`src/design/udec_pkg.sv`:
```
// Shared types, constants and helpers for the lenient UTF-8 decoder.
`default_nettype none

package udec_pkg;

  // Job queue between the byte front end and the decode back end
  localparam int QDEPTH = 4;
  localparam int QAW    = $clog2(QDEPTH);
  localparam int QCW    = $clog2(QDEPTH + 1);

  localparam int CPW = 21;

  // Lead byte patterns and payload masks
  localparam logic [7:0] ASCII_LIMIT = 8'h80;
  localparam logic [7:0] LEAD2_MASK  = 8'hE0;
  localparam logic [7:0] LEAD2_PAT   = 8'hC0;
  localparam logic [7:0] LEAD3_MASK  = 8'hF0;
  localparam logic [7:0] LEAD3_PAT   = 8'hE0;
  localparam logic [7:0] LEAD4_MASK  = 8'hF8;
  localparam logic [7:0] LEAD4_PAT   = 8'hF0;

  localparam logic [CPW-1:0] FOLD_CHAR = 21'h000057;

  // One decode job: up to four bytes, the count used, and the end-of-string mark
  typedef struct packed {
    logic [3:0][7:0] bytes;
    logic [2:0]      len;
    logic            fin;
  } job_t;

  // Number of trailing bytes a lead byte asks for; zero when not a lead
  function automatic logic [1:0] follow_len(input logic [7:0] b);
    logic [1:0] k;
    k = 2'd0;
    if ((b & LEAD2_MASK) == LEAD2_PAT) begin
      k = 2'd1;
    end else if ((b & LEAD3_MASK) == LEAD3_PAT) begin
      k = 2'd2;
    end else if ((b & LEAD4_MASK) == LEAD4_PAT) begin
      k = 2'd3;
    end
    return k;
  endfunction

endpackage

`default_nettype wire

```
`src/design/udec_front.sv`:
```
// Front end: accepts bytes, gathers multi-byte sequences and issues decode jobs.
`default_nettype none

module udec_front
  import udec_pkg::*;
(
  input  wire logic       clk,
  input  wire logic       rst,
  input  wire logic       push,
  output logic            full,
  input  wire logic [7:0] in_byte,
  input  wire logic       is_final,
  input  wire logic       q_full,
  output logic            job_valid,
  output job_t            job
);

  logic [7:0] pend [3];
  logic [1:0] pcount;
  logic [1:0] ncount;
  logic       acc;
  logic [1:0] lead_k;

  assign full   = q_full;
  assign acc    = push && !q_full;
  assign lead_k = follow_len(in_byte);

  // Build the job from the held bytes with the new byte appended
  always_comb begin
    for (int i = 0; i < 3; i++) begin
      job.bytes[i] = (2'(i) < pcount) ? pend[i] : in_byte;
    end
    job.bytes[3] = in_byte;
    job.len      = {1'b0, pcount} + 3'd1;
    job.fin      = is_final;
  end

  // Issue a job on end of string, on a lone byte, or when a sequence completes
  assign job_valid = acc && (is_final ||
                             (pcount == 2'd0 && lead_k == 2'd0) ||
                             (pcount != 2'd0 && ncount <= 2'd1));

  // Track the sequence being gathered
  always_ff @(posedge clk) begin
    if (rst) begin
      pcount <= 2'd0;
      ncount <= 2'd0;
    end else if (acc) begin
      if (is_final) begin
        pcount <= 2'd0;
        ncount <= 2'd0;
      end else if (pcount == 2'd0) begin
        if (lead_k != 2'd0) begin
          pcount <= 2'd1;
          ncount <= lead_k;
        end
      end else if (ncount <= 2'd1) begin
        pcount <= 2'd0;
        ncount <= 2'd0;
      end else begin
        pcount <= pcount + 2'd1;
        ncount <= ncount - 2'd1;
      end
    end
  end

  // Hold the lead and trailing bytes
  always_ff @(posedge clk) begin
    if (acc && !is_final) begin
      if (pcount == 2'd0) begin
        if (lead_k != 2'd0) begin
          pend[0] <= in_byte;
        end
      end else if (ncount > 2'd1) begin
        pend[pcount] <= in_byte;
      end
    end
  end

endmodule

`default_nettype wire

```
`src/design/udec_fifo.sv`:
```
// Short job queue between the front end and the decode back end.
`default_nettype none

module udec_fifo
  import udec_pkg::*;
(
  input  wire logic clk,
  input  wire logic rst,
  input  wire logic wr_en,
  input  wire job_t wr_data,
  output logic      full,
  input  wire logic rd_en,
  output job_t      rd_data,
  output logic      empty
);

  job_t               mem [QDEPTH];
  logic [QAW-1:0]     wr_ptr;
  logic [QAW-1:0]     rd_ptr;
  logic [QCW-1:0]     cnt;
  logic               do_wr;
  logic               do_rd;

  assign full    = (cnt == QCW'(QDEPTH));
  assign empty   = (cnt == '0);
  assign do_wr   = wr_en && !full;
  assign do_rd   = rd_en && !empty;
  assign rd_data = mem[rd_ptr];

  // Store incoming jobs
  always_ff @(posedge clk) begin
    if (do_wr) begin
      mem[wr_ptr] <= wr_data;
    end
  end

  // Advance pointers and occupancy
  always_ff @(posedge clk) begin
    if (rst) begin
      wr_ptr <= '0;
      rd_ptr <= '0;
      cnt    <= '0;
    end else begin
      if (do_wr) begin
        wr_ptr <= wr_ptr + QAW'(1);
      end
      if (do_rd) begin
        rd_ptr <= rd_ptr + QAW'(1);
      end
      if (do_wr && !do_rd) begin
        cnt <= cnt + QCW'(1);
      end else if (do_rd && !do_wr) begin
        cnt <= cnt - QCW'(1);
      end
    end
  end

  assert property (@(posedge clk) disable iff (rst) cnt <= QCW'(QDEPTH))
    else $error("job queue occupancy beyond depth");

  assert property (@(posedge clk) disable iff (rst) do_wr |=> !empty)
    else $error("job queue empty right after a write");

endmodule

`default_nettype wire

```
`src/design/udec_back.sv`:
```
// Back end: steps through each job, emitting one code point per cycle when popped.
`default_nettype none

module udec_back
  import udec_pkg::*;
(
  input  wire logic           clk,
  input  wire logic           rst,
  input  wire logic           cfg_wr_en,
  input  wire logic           cfg_wr_data,
  input  wire logic           q_empty,
  output logic                q_rd_en,
  input  wire job_t           q_job,
  output logic                empty,
  input  wire logic           pop,
  output logic [CPW-1:0]      code_point,
  output logic                string_done
);

  logic           fold;
  job_t           cur;
  logic           cur_valid;
  logic [1:0]     pos;
  logic           out_valid;
  logic [CPW-1:0] out_code;
  logic           out_done;

  logic           step;
  logic           last;
  logic [7:0]     c1;
  logic [7:0]     c2;
  logic [7:0]     c3;
  logic [7:0]     c4;
  logic [1:0]     k;
  logic           raw;
  logic [2:0]     pos_next;
  logic [CPW-1:0] value;
  logic [CPW-1:0] value_folded;

  // Fold mode register
  always_ff @(posedge clk) begin
    if (rst) begin
      fold <= 1'b0;
    end else if (cfg_wr_en) begin
      fold <= cfg_wr_data;
    end
  end

  // Decode one code point at the current position
  always_comb begin
    c1       = cur.bytes[pos];
    c2       = cur.bytes[pos + 2'd1];
    c3       = cur.bytes[pos + 2'd2];
    c4       = cur.bytes[pos + 2'd3];
    k        = follow_len(c1);
    raw      = (c1 < ASCII_LIMIT) || (k == 2'd0) ||
               (({1'b0, pos} + {1'b0, k}) >= cur.len);
    pos_next = raw ? ({1'b0, pos} + 3'd1) : ({1'b0, pos} + 3'd1 + {1'b0, k});
    value    = CPW'(c1);
    if (!raw) begin
      unique case (k)
        2'd1:    value = CPW'({c1[4:0], c2[5:0]});
        2'd2:    value = CPW'({c1[3:0], c2[5:0], c3[5:0]});
        2'd3:    value = {c1[2:0], c2[5:0], c3[5:0], c4[5:0]};
        default: value = CPW'(c1);
      endcase
    end
    value_folded = (fold && (value[CPW-1:7] != '0)) ? FOLD_CHAR : value;
  end

  assign last    = (pos_next >= cur.len);
  assign step    = cur_valid && (!out_valid || pop);
  assign q_rd_en = !q_empty && (!cur_valid || (step && last));

  // Load and advance the current job
  always_ff @(posedge clk) begin
    if (rst) begin
      cur_valid <= 1'b0;
      pos       <= 2'd0;
    end else if (q_rd_en) begin
      cur_valid <= 1'b1;
      pos       <= 2'd0;
    end else if (step) begin
      if (last) begin
        cur_valid <= 1'b0;
      end else begin
        pos <= pos_next[1:0];
      end
    end
  end

  always_ff @(posedge clk) begin
    if (q_rd_en) begin
      cur <= q_job;
    end
  end

  // Output word register
  always_ff @(posedge clk) begin
    if (rst) begin
      out_valid <= 1'b0;
    end else if (step) begin
      out_valid <= 1'b1;
    end else if (pop) begin
      out_valid <= 1'b0;
    end
  end

  always_ff @(posedge clk) begin
    if (step) begin
      out_code <= value_folded;
      out_done <= cur.fin && last;
    end
  end

  assign empty       = !out_valid;
  assign code_point  = out_code;
  assign string_done = out_done;

  assert property (@(posedge clk) disable iff (rst) cur_valid |-> ({1'b0, pos} < cur.len))
    else $error("decode position past end of job");

  assert property (@(posedge clk) disable iff (rst) (out_valid && !pop) |=> out_valid)
    else $error("output word dropped without pop");

endmodule

`default_nettype wire

```
`src/design/utf8_lenient_decoder_core.sv`:
```
// Top level of the lenient UTF-8 decoder: front end, job queue and back end.
`default_nettype none

// Lenient streaming UTF-8 decoder. Bytes enter through push/full and code
// points leave through empty/pop, with one byte accepted and one code point
// delivered per cycle in steady state, while pop is held and the queue has
// room. A lone byte or the byte completing a sequence yields one code
// point; the last byte of a string whose sequence is cut short yields up to
// three, delivered one after another by the back end, which then holds up
// the four-entry job queue and, once that fills, the input. Trailing bytes
// are not checked. fold_non_ascii (cfg_wr_en / cfg_wr_data) replaces code
// points of 128 and above with 'W'; write it only while the block is idle.
module utf8_lenient_decoder_core
  import udec_pkg::*;
(
  input  wire logic           clk,
  input  wire logic           rst,
  input  wire logic           cfg_wr_en,
  input  wire logic           cfg_wr_data,
  input  wire logic           push,
  output logic                full,
  input  wire logic [7:0]     in_byte,
  input  wire logic           is_final,
  output logic                empty,
  input  wire logic           pop,
  output logic [CPW-1:0]      code_point,
  output logic                string_done
);

  job_t wr_job;
  job_t rd_job;
  logic wr_valid;
  logic q_full;
  logic q_empty;
  logic q_rd_en;

  udec_front u_front (
    .clk       (clk),
    .rst       (rst),
    .push      (push),
    .full      (full),
    .in_byte   (in_byte),
    .is_final  (is_final),
    .q_full    (q_full),
    .job_valid (wr_valid),
    .job       (wr_job)
  );

  udec_fifo u_fifo (
    .clk     (clk),
    .rst     (rst),
    .wr_en   (wr_valid),
    .wr_data (wr_job),
    .full    (q_full),
    .rd_en   (q_rd_en),
    .rd_data (rd_job),
    .empty   (q_empty)
  );

  udec_back u_back (
    .clk         (clk),
    .rst         (rst),
    .cfg_wr_en   (cfg_wr_en),
    .cfg_wr_data (cfg_wr_data),
    .q_empty     (q_empty),
    .q_rd_en     (q_rd_en),
    .q_job       (rd_job),
    .empty       (empty),
    .pop         (pop),
    .code_point  (code_point),
    .string_done (string_done)
  );

endmodule

`default_nettype wire

```
`config.mk`:
```
export PLATFORM = sky130hd
export DESIGN_NAME = utf8_lenient_decoder_core
export DESIGN_NICKNAME = d
export VERILOG_FILES = /design/src/design/udec_pkg.sv /design/src/design/udec_front.sv /design/src/design/udec_fifo.sv /design/src/design/udec_back.sv /design/src/design/utf8_lenient_decoder_core.sv
export SDC_FILE = /design/constraint.sdc
export NUM_CORES = 1
export LEC_CHECK = 0
export BUFFER_PORTS_ARGS = -buffer_cell sky130_fd_sc_hd__buf_2
export CAP_MARGIN = 20
export CORE_ASPECT_RATIO = 0.6
export CORE_MARGIN = 8
export CORE_UTILIZATION = 35
export CTS_BUF_LIST = sky130_fd_sc_hd__clkbuf_16
export CTS_CLUSTER_DIAMETER = 120
export CTS_CLUSTER_SIZE = 25
export DETAILED_ROUTE_END_ITERATION = 10
export HOLD_SLACK_MARGIN = 0.06
export PLACE_DENSITY = 0.47
export SKIP_CTS_REPAIR_TIMING = 1
export SLEW_MARGIN = 20
export SYNTH_ARGS = -nofsm -noshare
export SYNTH_HDL_FRONTEND = slang
export SYNTH_SLANG_ARGS = --single-unit
export TNS_END_PERCENT = 100
```
`constraint.sdc`:
```
create_clock -name clk -period 10.72 [get_ports clk]
set_input_delay 1.072 -clock clk [delete_from_list [all_inputs] [get_ports clk]]
set_output_delay 1.072 -clock clk [all_outputs]
set_load 0.05 [all_outputs]
```
==> Word-level counts from Yosys, hierarchy flattened <==
Memories as Yosys holds them, arrays and structs flattened. A register that Yosys moved wholly into a read port is not among the register bits.
Cells that the tools add are included.
W data, S select, Z words.
{ "op_classes": {"n_bitwise": 1, "order_cmp": 12, "mux": 48, "n_addsub": 13, "eq_ne": 11, "reduce_logical": 43} }
{ "op_table": {"columns": ["operator", "n"], "rows": [
  ["$bmux W8 S2", 4],
  ["$pmux W21 S3", 1],
  ["$mux W8", 5],
  ["$mux W2", 15],
  ["$mux W21", 1],
  ["$mux W6", 3],
  ["$mux W1", 16],
  ["$logic_and A1 B1 Y1", 14],
  ["$reduce_bool A14 Y1", 1],
  ["$lt A2 B3 Y1 const B", 4],
  ["$reduce_bool A2 Y1", 6],
  ["$eq A5 B5 Y1 const B", 2],
  ["$eq A3 B3 Y1 const B", 3],
  ["$mux W3", 3],
  ["$add A2 B1 Y2 const B", 4],
  ["$eq A4 B4 Y1 const B", 2],
  ["$lt A8 B8 Y1 const B", 1],
  ["$reduce_or A8 Y1", 1],
  ["$logic_not A1 Y1", 7],
  ["$add A2 B1 Y3 const B", 2],
  ["$ge A3 B3 Y1", 2],
  ["$logic_not A2 Y1", 3],
  ["$logic_or A1 B1 Y1", 6],
  ["$reduce_and A2 Y1", 3],
  ["16 further kinds", 19]
]} }
{ "totals": {"mem_count": 2, "ff_bits": 38, "elab_cells": 141, "ramBits": 168, "input_bits": 15, "output_inout_bits": 24} }
{ "mem_list": {"columns": ["memory", "words", "width", "rd", "rd_clocked_by_memory_dff", "write_ports", "line", "source"], "rows": [
  ["u_fifo.mem", 4, 36, 1, 1, 1, "udec_fifo.sv:17", "job_t mem [QDEPTH];"],
  ["u_front.pend", 3, 8, 3, 0, 1, "udec_front.sv:18", "logic [7:0] pend [3];"]
]} }

==> Logic depth before layout (Yosys ltp) <==
{ "logic_depth": {"word_depth": 18, "mapped_depth": 28, "ltp_nobuf": 25} }

==> Cells and area by module <==
A second synthesis with hierarchy kept.
{ "hier_totals": {"hier_cells": 604, "hier_area_um2": 10755.3} }
{ "by_module_without_submodules": {"columns": ["mod", "n_inst", "seq_area_each_um2", "area_each_um2", "cells_each"], "rows": [
  ["udec_fifo", 1, 4504.3, 5696.7, 236],
  ["udec_back", 1, 1841.8, 3593.4, 257],
  ["udec_front", 1, 800.8, 1465.2, 111]
]} }

==> Worst setup path before layout <==
Ideal clock, no wire load.
{ "synth_path": {"path_kind": "flip-flop to flip-flop", "startpoint": "register u_back.pos[1]", "endpoint": "register u_fifo.cnt[2]", "required_time_ps": 10650, "stages_incl_launch_ff": 28, "period_less_slack_ps": 7138, "arrival_time_ps": 7068, "setup_ps": 70, "path_slack_ps": 3582, "path_buffers": 4, "cell_sequence": "dfxtp_1 buf_2 mux4_2 clkbuf_1 nor2b_1 o21a_1 ha_1 inv_1 fa_1 inv_1 ha_1 a21o_1 a2111oi_4 buf_2 buf_2 nand2_1 xnor2_1 ha_1 a21o_1 a21boi_0 nor2_1 inv_1 ha_1 inv_1 fa_1 xor2_1 or3_1 a21oi_1"} }
{ "synth_between": {"elab_chain_cells": 18, "word_cells_on_any_way": 27, "cone_classes": "add/sub (3); order compare (3); eq/ne (3); mux (7); reduce/logical (11)"} }
{ "synth_lines": {"columns": ["item", "line", "source"], "rows": [
  ["start, declared", "udec_back.sv:23", "logic [1:0] pos;"],
  ["start signal, assigned", "udec_back.sv:87", "pos <= pos_next[1:0];"],
  ["$bmux W8 S2", "udec_back.sv:51", "c1 = cur.bytes[pos];"],
  ["$mux W8 (not written as such)", "udec_back.sv:51", null],
  ["$eq A5 B5 Y1", "udec_pkg.sv:39", "end else if ((b & LEAD4_MASK) == LEAD4_PAT) begin"],
  ["$mux W2", "udec_pkg.sv:39", null],
  ["$mux W2", "udec_pkg.sv:37", "end else if ((b & LEAD3_MASK) == LEAD3_PAT) begin"],
  ["$mux W2", "udec_pkg.sv:35", "if ((b & LEAD2_MASK) == LEAD2_PAT) begin"],
  ["$add A2 B2 Y3 / $logic_not A2 Y1 (equally long branches)", "udec_back.sv:57, udec_back.sv:56", null],
  ["$ge A3 B3 Y1 / $logic_or A1 B1 Y1 (equally long branches)", "udec_back.sv:57, udec_back.sv:56", null],
  ["[3 not listed]", null, null],
  ["$logic_and A1 B1 Y1 *", "udec_back.sv:73", "assign q_rd_en = !q_empty && (!cur_valid || (step && last));"],
  ["$logic_or A1 B1 Y1 *", "udec_back.sv:73", null],
  ["$logic_and A1 B1 Y1 *", "udec_back.sv:73", null],
  ["net q_rd_en", "utf8_lenient_decoder_core.sv:35", "logic q_rd_en;"],
  ["$logic_and A1 B1 Y1 *", "udec_fifo.sv:27", "assign do_rd = rd_en && !empty;"],
  ["$logic_not A1 Y1", "udec_fifo.sv:50", "if (do_wr && !do_rd) begin"],
  ["$logic_and A1 B1 Y1", "udec_fifo.sv:50", null],
  ["$mux W3 / $reduce_bool A2 Y1 (equally long branches)", null, null],
  ["end signal, assigned", "udec_fifo.sv:51", "cnt <= cnt + QCW'(1);"],
  ["end signal, assigned", "udec_fifo.sv:53", "cnt <= cnt - QCW'(1);"],
  ["end, declared", "udec_fifo.sv:20", "logic [QCW-1:0] cnt;"]
]} }
The timed path passes the listed nets; every way through them passes the cells marked *. The select of a mux whose other input is x is not followed.
A chain may end at the register's enable or synchronous reset.

==> Final worst setup path <==
{ "layout_path": {"startpoint": "register u_back.pos[0]", "endpoint": "register u_fifo.cnt[2]"} }
{ "layout_between": {"elab_chain_cells": 18, "word_cells_on_any_way": 27, "cone_classes": "add/sub (3); order compare (3); eq/ne (3); mux (7); reduce/logical (11)"} }
{ "layout_lines": {"columns": ["item", "line", "source"], "rows": [
  ["$bmux W8 S2", "udec_back.sv:51", null],
  ["$mux W8 (not written as such)", "udec_back.sv:51", null],
  ["$eq A5 B5 Y1", "udec_pkg.sv:39", null],
  ["$mux W2", "udec_pkg.sv:39", null],
  ["$mux W2", "udec_pkg.sv:37", null],
  ["$mux W2", "udec_pkg.sv:35", null],
  ["$add A2 B2 Y3 / $logic_not A2 Y1 (equally long branches)", "udec_back.sv:57, udec_back.sv:56", null],
  ["$ge A3 B3 Y1 / $logic_or A1 B1 Y1 (equally long branches)", "udec_back.sv:57, udec_back.sv:56", null],
  ["[2 not listed]", null, null],
  ["net u_back.pos_next[1]", "udec_back.sv:36", "logic [2:0] pos_next;"],
  ["[1 not listed]", null, null],
  ["$logic_and A1 B1 Y1 *", "udec_back.sv:73", null],
  ["$logic_or A1 B1 Y1 *", "udec_back.sv:73", null],
  ["$logic_and A1 B1 Y1 *", "udec_back.sv:73", null],
  ["net q_rd_en", "utf8_lenient_decoder_core.sv:35", null],
  ["$logic_and A1 B1 Y1 *", "udec_fifo.sv:27", null],
  ["$logic_not A1 Y1", "udec_fifo.sv:50", null],
  ["$logic_and A1 B1 Y1", "udec_fifo.sv:50", null],
  ["$mux W3 / $reduce_bool A2 Y1 (equally long branches)", null, null]
]} }
Marks and branches as above.

==> run_summary.xml <==
<?xml version="1.0" encoding="UTF-8"?>
<metrics>
  <group name="logic_synthesis">
    <metric name="post_synth_inst_count" unit="">604</metric>
    <metric name="synth_enable_flop_cells" unit="">226</metric>
    <metric name="synth-main-ff-cell" unit="">sky130_fd_sc_hd__edfxtp_1</metric>
    <metric name="synthArstFlopShare" unit="%">0</metric>
    <metric name="synthesis.area" unit="mm²">0.01044</metric>
    <metric name="yosys_warnings" unit="">0</metric>
    <metric name="syn-mean-instance-area" unit="µm²">17.28</metric>
    <metric name="synth_seq_area_share" unit="%">68.08</metric>
    <metric name="synthesis.nets" unit="">639</metric>
    <metric name="synthDistinctLibCells" unit="">57</metric>
    <metric name="number_of_storage_elements_in_the_synthesis_netlist" unit="">242</metric>
  </group>
  <group name="sta">
    <metric name="finish_stage_setup_viols" unit="">0</metric>
    <metric name="clock_skew" unit="ns">0.01356</metric>
    <metric name="fin_worst_hold_slack" unit="ns">0.5175</metric>
    <metric name="slew_headroom" unit="%">30.96</metric>
    <metric name="setup-tns-final" unit="ns">0</metric>
    <metric name="report.final.hold_viol_count" unit="">0</metric>
    <metric name="rsz0062_at_grt" unit="">no</metric>
    <metric name="slew_viol_final" unit="">0</metric>
    <metric name="fmax" unit="GHz">0.1308</metric>
    <metric name="layout_worst_path_cycle_share" unit="%">71.33</metric>
    <metric name="period_minus_slack" unit="ns">7.646</metric>
    <metric name="max_slew.worst_pin.slew" unit="ns">1.030</metric>
  </group>
  <group name="setup_path">
    <metric name="criticalPathCategory" unit="">reg2reg</metric>
    <metric name="cp-end-kind" unit="">flop</metric>
    <metric name="worstPathCellList" unit="">mux4_2 &gt; nor2b_1 &gt; o21a_1 &gt; ha_1 &gt; inv_1 &gt; fa_1 &gt; inv_1 &gt; ha_1 &gt; a21o_1 &gt; a2111oi_4 &gt; buf_6 &gt; mux2_2 &gt; ha_1 &gt; a21o_1 &gt; a21o_1 &gt; a21boi_0 &gt; nor2_4 &gt; inv_1 &gt; ha_1 &gt; inv_1 &gt; fa_1 &gt; xor2_1 &gt; or3_1 &gt; a21oi_1</metric>
    <metric name="cp_capture_point" unit="">u_fifo.cnt[2]</metric>
    <metric name="r2r-end" unit="">u_fifo.cnt[2]</metric>
    <metric name="cp_top_family" unit="">compound AO/OA/AOI/OAI gates</metric>
    <metric name="path_depth" unit="">24</metric>
    <metric name="path_max_fanout" unit="">37</metric>
    <metric name="reg2reg_slack" unit="ns">3.07</metric>
    <metric name="cp-start-kind" unit="">flop</metric>
    <metric name="timing.critical_path.slowest_stage_cell" unit="">sky130_fd_sc_hd__dfxtp_2</metric>
    <metric name="critPathBufInv" unit="">5</metric>
    <metric name="critPathArrivalTime" unit="ns">8.08</metric>
    <metric name="r2r-start" unit="">u_back.pos[0]</metric>
    <metric name="timing.reg2reg.worst_path_depth" unit="">24</metric>
    <metric name="slowest_delay" unit="ns">1.00</metric>
    <metric name="critPathRequiredTime" unit="ns">11.15</metric>
    <metric name="cp-startpoint" unit="">u_back.pos[0]</metric>
  </group>
  <group name="placement">
    <metric name="dpl_cell_area" unit="mm²">0.01110</metric>
    <metric name="last_weighted_congestion_value_of_the_routability_driven_placer" unit="">0.8750</metric>
    <metric name="dpl.hpwl" unit="mm">14.57</metric>
    <metric name="port_buffers" unit="">38</metric>
  </group>
  <group name="pwr">
    <metric name="pwr_density_cell" unit="mW/mm²">282.5</metric>
    <metric name="leakagePower" unit="nW">3.713</metric>
    <metric name="power.ir.vdd_worst" unit="µV">129.2</metric>
  </group>
  <group name="global_routing">
    <metric name="antenna_found_initial" unit="">3</metric>
    <metric name="grt_pass1_vias" unit="">5462</metric>
    <metric name="wire_length_of_the_first_global_routing_pass" unit="mm">35.33</metric>
    <metric name="globalRoute.totalOverflow" unit="">0</metric>
    <metric name="grt_start_max_net_pins" unit="">40</metric>
    <metric name="track_usage" unit="%">13.14</metric>
  </group>
  <group name="route">
    <metric name="drt-wirelength-per-cell" unit="µm">22.19</metric>
    <metric name="drt_wl_total" unit="mm">23.30</metric>
    <metric name="first_pass_iters" unit="">5</metric>
    <metric name="vias_per_cell" unit="">5.225</metric>
    <metric name="drt_first_iter_violations" unit="">490</metric>
    <metric name="total_number_of_vias" unit="">5486</metric>
    <metric name="drc" unit="">0</metric>
    <metric name="detail-route-antenna-nets" unit="">0</metric>
  </group>
  <group name="floorplanning">
    <metric name="die-width" unit="µm">239.0</metric>
    <metric name="floorplan.initialDensity" unit="%">35.18</metric>
    <metric name="i_o_pins" unit="">39</metric>
    <metric name="die_outline_area" unit="mm²">0.03579</metric>
    <metric name="die_height" unit="µm">149.8</metric>
    <metric name="core" unit="mm²">0.02967</metric>
    <metric name="rows" unit="">49</metric>
  </group>
  <group name="layout">
    <metric name="diodes" unit="">0</metric>
    <metric name="multi_input_comb_area" unit="mm²">0.003139</metric>
    <metric name="share_of_final_layout_standard_cells_stronger_than_drive_strength_1" unit="%">24.61</metric>
    <metric name="n_fill_cell" unit="">2739</metric>
    <metric name="regArea" unit="mm²">0.007109</metric>
    <metric name="layout_overhead_on_the_synthesized_area" unit="%">10.06</metric>
    <metric name="stdcell_area" unit="mm²">0.01149</metric>
    <metric name="design.final.nets" unit="">674</metric>
  </group>
  <group name="flow_run">
    <metric name="max-cap-violations" unit="">0</metric>
  </group>
  <group name="cts">
    <metric name="h_tree_lvl_count" unit="">1</metric>
    <metric name="cts.path.max_buffers" unit="">3</metric>
    <metric name="clk_latency" unit="ns">0.49</metric>
    <metric name="cts_made_buffers" unit="">13</metric>
    <metric name="cts_sinks" unit="">242</metric>
    <metric name="cts-root-buf" unit="">sky130_fd_sc_hd__clkbuf_16</metric>
    <metric name="clk_pin_slew_worst_paths" unit="ns">0.10</metric>
    <metric name="cts_tree" unit="">yes</metric>
  </group>
  <group name="run_status">
    <metric name="outcome" unit="">finished, final reports clean</metric>
  </group>
  <group name="min_path">
    <metric name="hold_path_class" unit="">reg2reg</metric>
  </group>
</metrics>
worst min-delay path: stages, from the launching register on:
cell	delay, ns
sky130_fd_sc_hd__dfxtp_1	0.34
sky130_fd_sc_hd__o21ai_0	0.07
sky130_fd_sc_hd__a21oi_1	0.06
placed cells by master (no fill, tap or decap), drive strengths merged, types with 8 or more instances in the layout:
master  instances
edfxtp        226
mux4           55
buf            49
nor2           41
mux2           28
nand2          26
inv            26
a21oi          19
ha             17
dfxtp          16
mux2i          14
clkbuf         13
and2           11
nor2b           8
o21ai           8
nor3            8
through the flow:
| step | utilization (%) | worst slack (ns) | power (mW) | cells |
|---|---|---|---|---|
| floorplan | - | 3.582 | 2.370 | 604 |
| global placement | 37.36 | 2.961 | 2.711 | 1029 |
| detailed placement | 37.41 | 2.944 | 2.738 | 1030 |
| CTS | 38.60 | 2.894 | 3.258 | 1048 |
| global route | 38.72 | 2.554 | 3.431 | 1050 |
| finish | 38.72 | 3.074 | 3.246 | 1050 |
synth_stat cells, types with 6 or more instances:
cell                       count  area share [%]
sky130_fd_sc_hd__edfxtp_1    226              65
sky130_fd_sc_hd__mux4_2       55              12
sky130_fd_sc_hd__nor2_1       41             1.5
sky130_fd_sc_hd__mux2_2       28             3.0
sky130_fd_sc_hd__nand2_1      26            0.93
sky130_fd_sc_hd__inv_1        21            0.76
sky130_fd_sc_hd__a21oi_1      19            0.91
sky130_fd_sc_hd__ha_1         17             2.0
sky130_fd_sc_hd__dfxtp_1      16             3.1
sky130_fd_sc_hd__mux2i_1      14             1.3
sky130_fd_sc_hd__clkbuf_1     13            0.47
sky130_fd_sc_hd__and2_1       11            0.66
sky130_fd_sc_hd__buf_2         8            0.38
sky130_fd_sc_hd__nor2b_1       8            0.48
sky130_fd_sc_hd__nor3_1        8            0.38
sky130_fd_sc_hd__o21ai_0       8            0.38
sky130_fd_sc_hd__buf_1         6            0.22
sky130_fd_sc_hd__nand2b_1      6            0.36
per-layer routing:
metal	wire length (µm)	GRT usage, %
met4	360	2.464
met5	0	0
met1	11700	20.20
met2	9964	19.05
met3	1269	2.685
flip-flops by register name, summed over array words and instances (netlist names):
name                cells
u_back.cur             36
u_back.fold             1
u_back.out_valid        1
u_front.pcount          2
u_fifo.wr_ptr           2
u_fifo.mem            144
u_front.ncount          2
u_back.code_point      21
u_front.pend           24
u_back.cur_valid        1
u_fifo.cnt              3
u_back.string_done      1
u_back.pos              2
u_fifo.rd_ptr           2
final cells by class:
type | count | share of cell area (%)
flip-flops and latches | 242 | 61.88
multi-input cells | 312 | 27.33
well taps | 408 | 4.443
clock buffers | 13 | 2.832
repair buffers | 49 | 2.581
inverters | 21 | 0.6861
clock inverters | 5 | 0.2505
worst min-delay path by stage:
stage / start / end / cells after the start
global placement: u_fifo.cnt[2] / u_fifo.cnt[2] / 2
finish: u_back.cur_valid / u_back.cur_valid / 2
floorplan: u_back.cur_valid / u_back.out_valid / 2
detailed placement: u_back.cur_valid / u_back.cur_valid / 2
CTS: u_back.cur_valid / u_back.cur_valid / 2
global route: u_back.cur_valid / u_back.cur_valid / 2
kinds of logic (layout without fill, tap and decap cells):
| family | after synthesis | in the layout | share of synthesized area [%] |
|---|---|---|---|
| buffers and inverters | 50 | 88 | 2.038 |
| multiplexers | 97 | 97 | 16.23 |
| flip-flops | 242 | 242 | 68.08 |
| AO/OA/AOI/OAI | 73 | 73 | 5.226 |
| XOR/XNOR | 4 | 4 | 0.3357 |
| adder cells (fa/ha/maj) | 20 | 20 | 2.613 |
| AND/OR/NAND/NOR | 118 | 118 | 5.478 |
power by group:
group          switching, mW  leakage, nW  internal, mW
sequential             0.119         2.23          1.29
combinational          0.807         1.30         0.514
clock                  0.291        0.185         0.225
(Power assumes the default switching activity.)
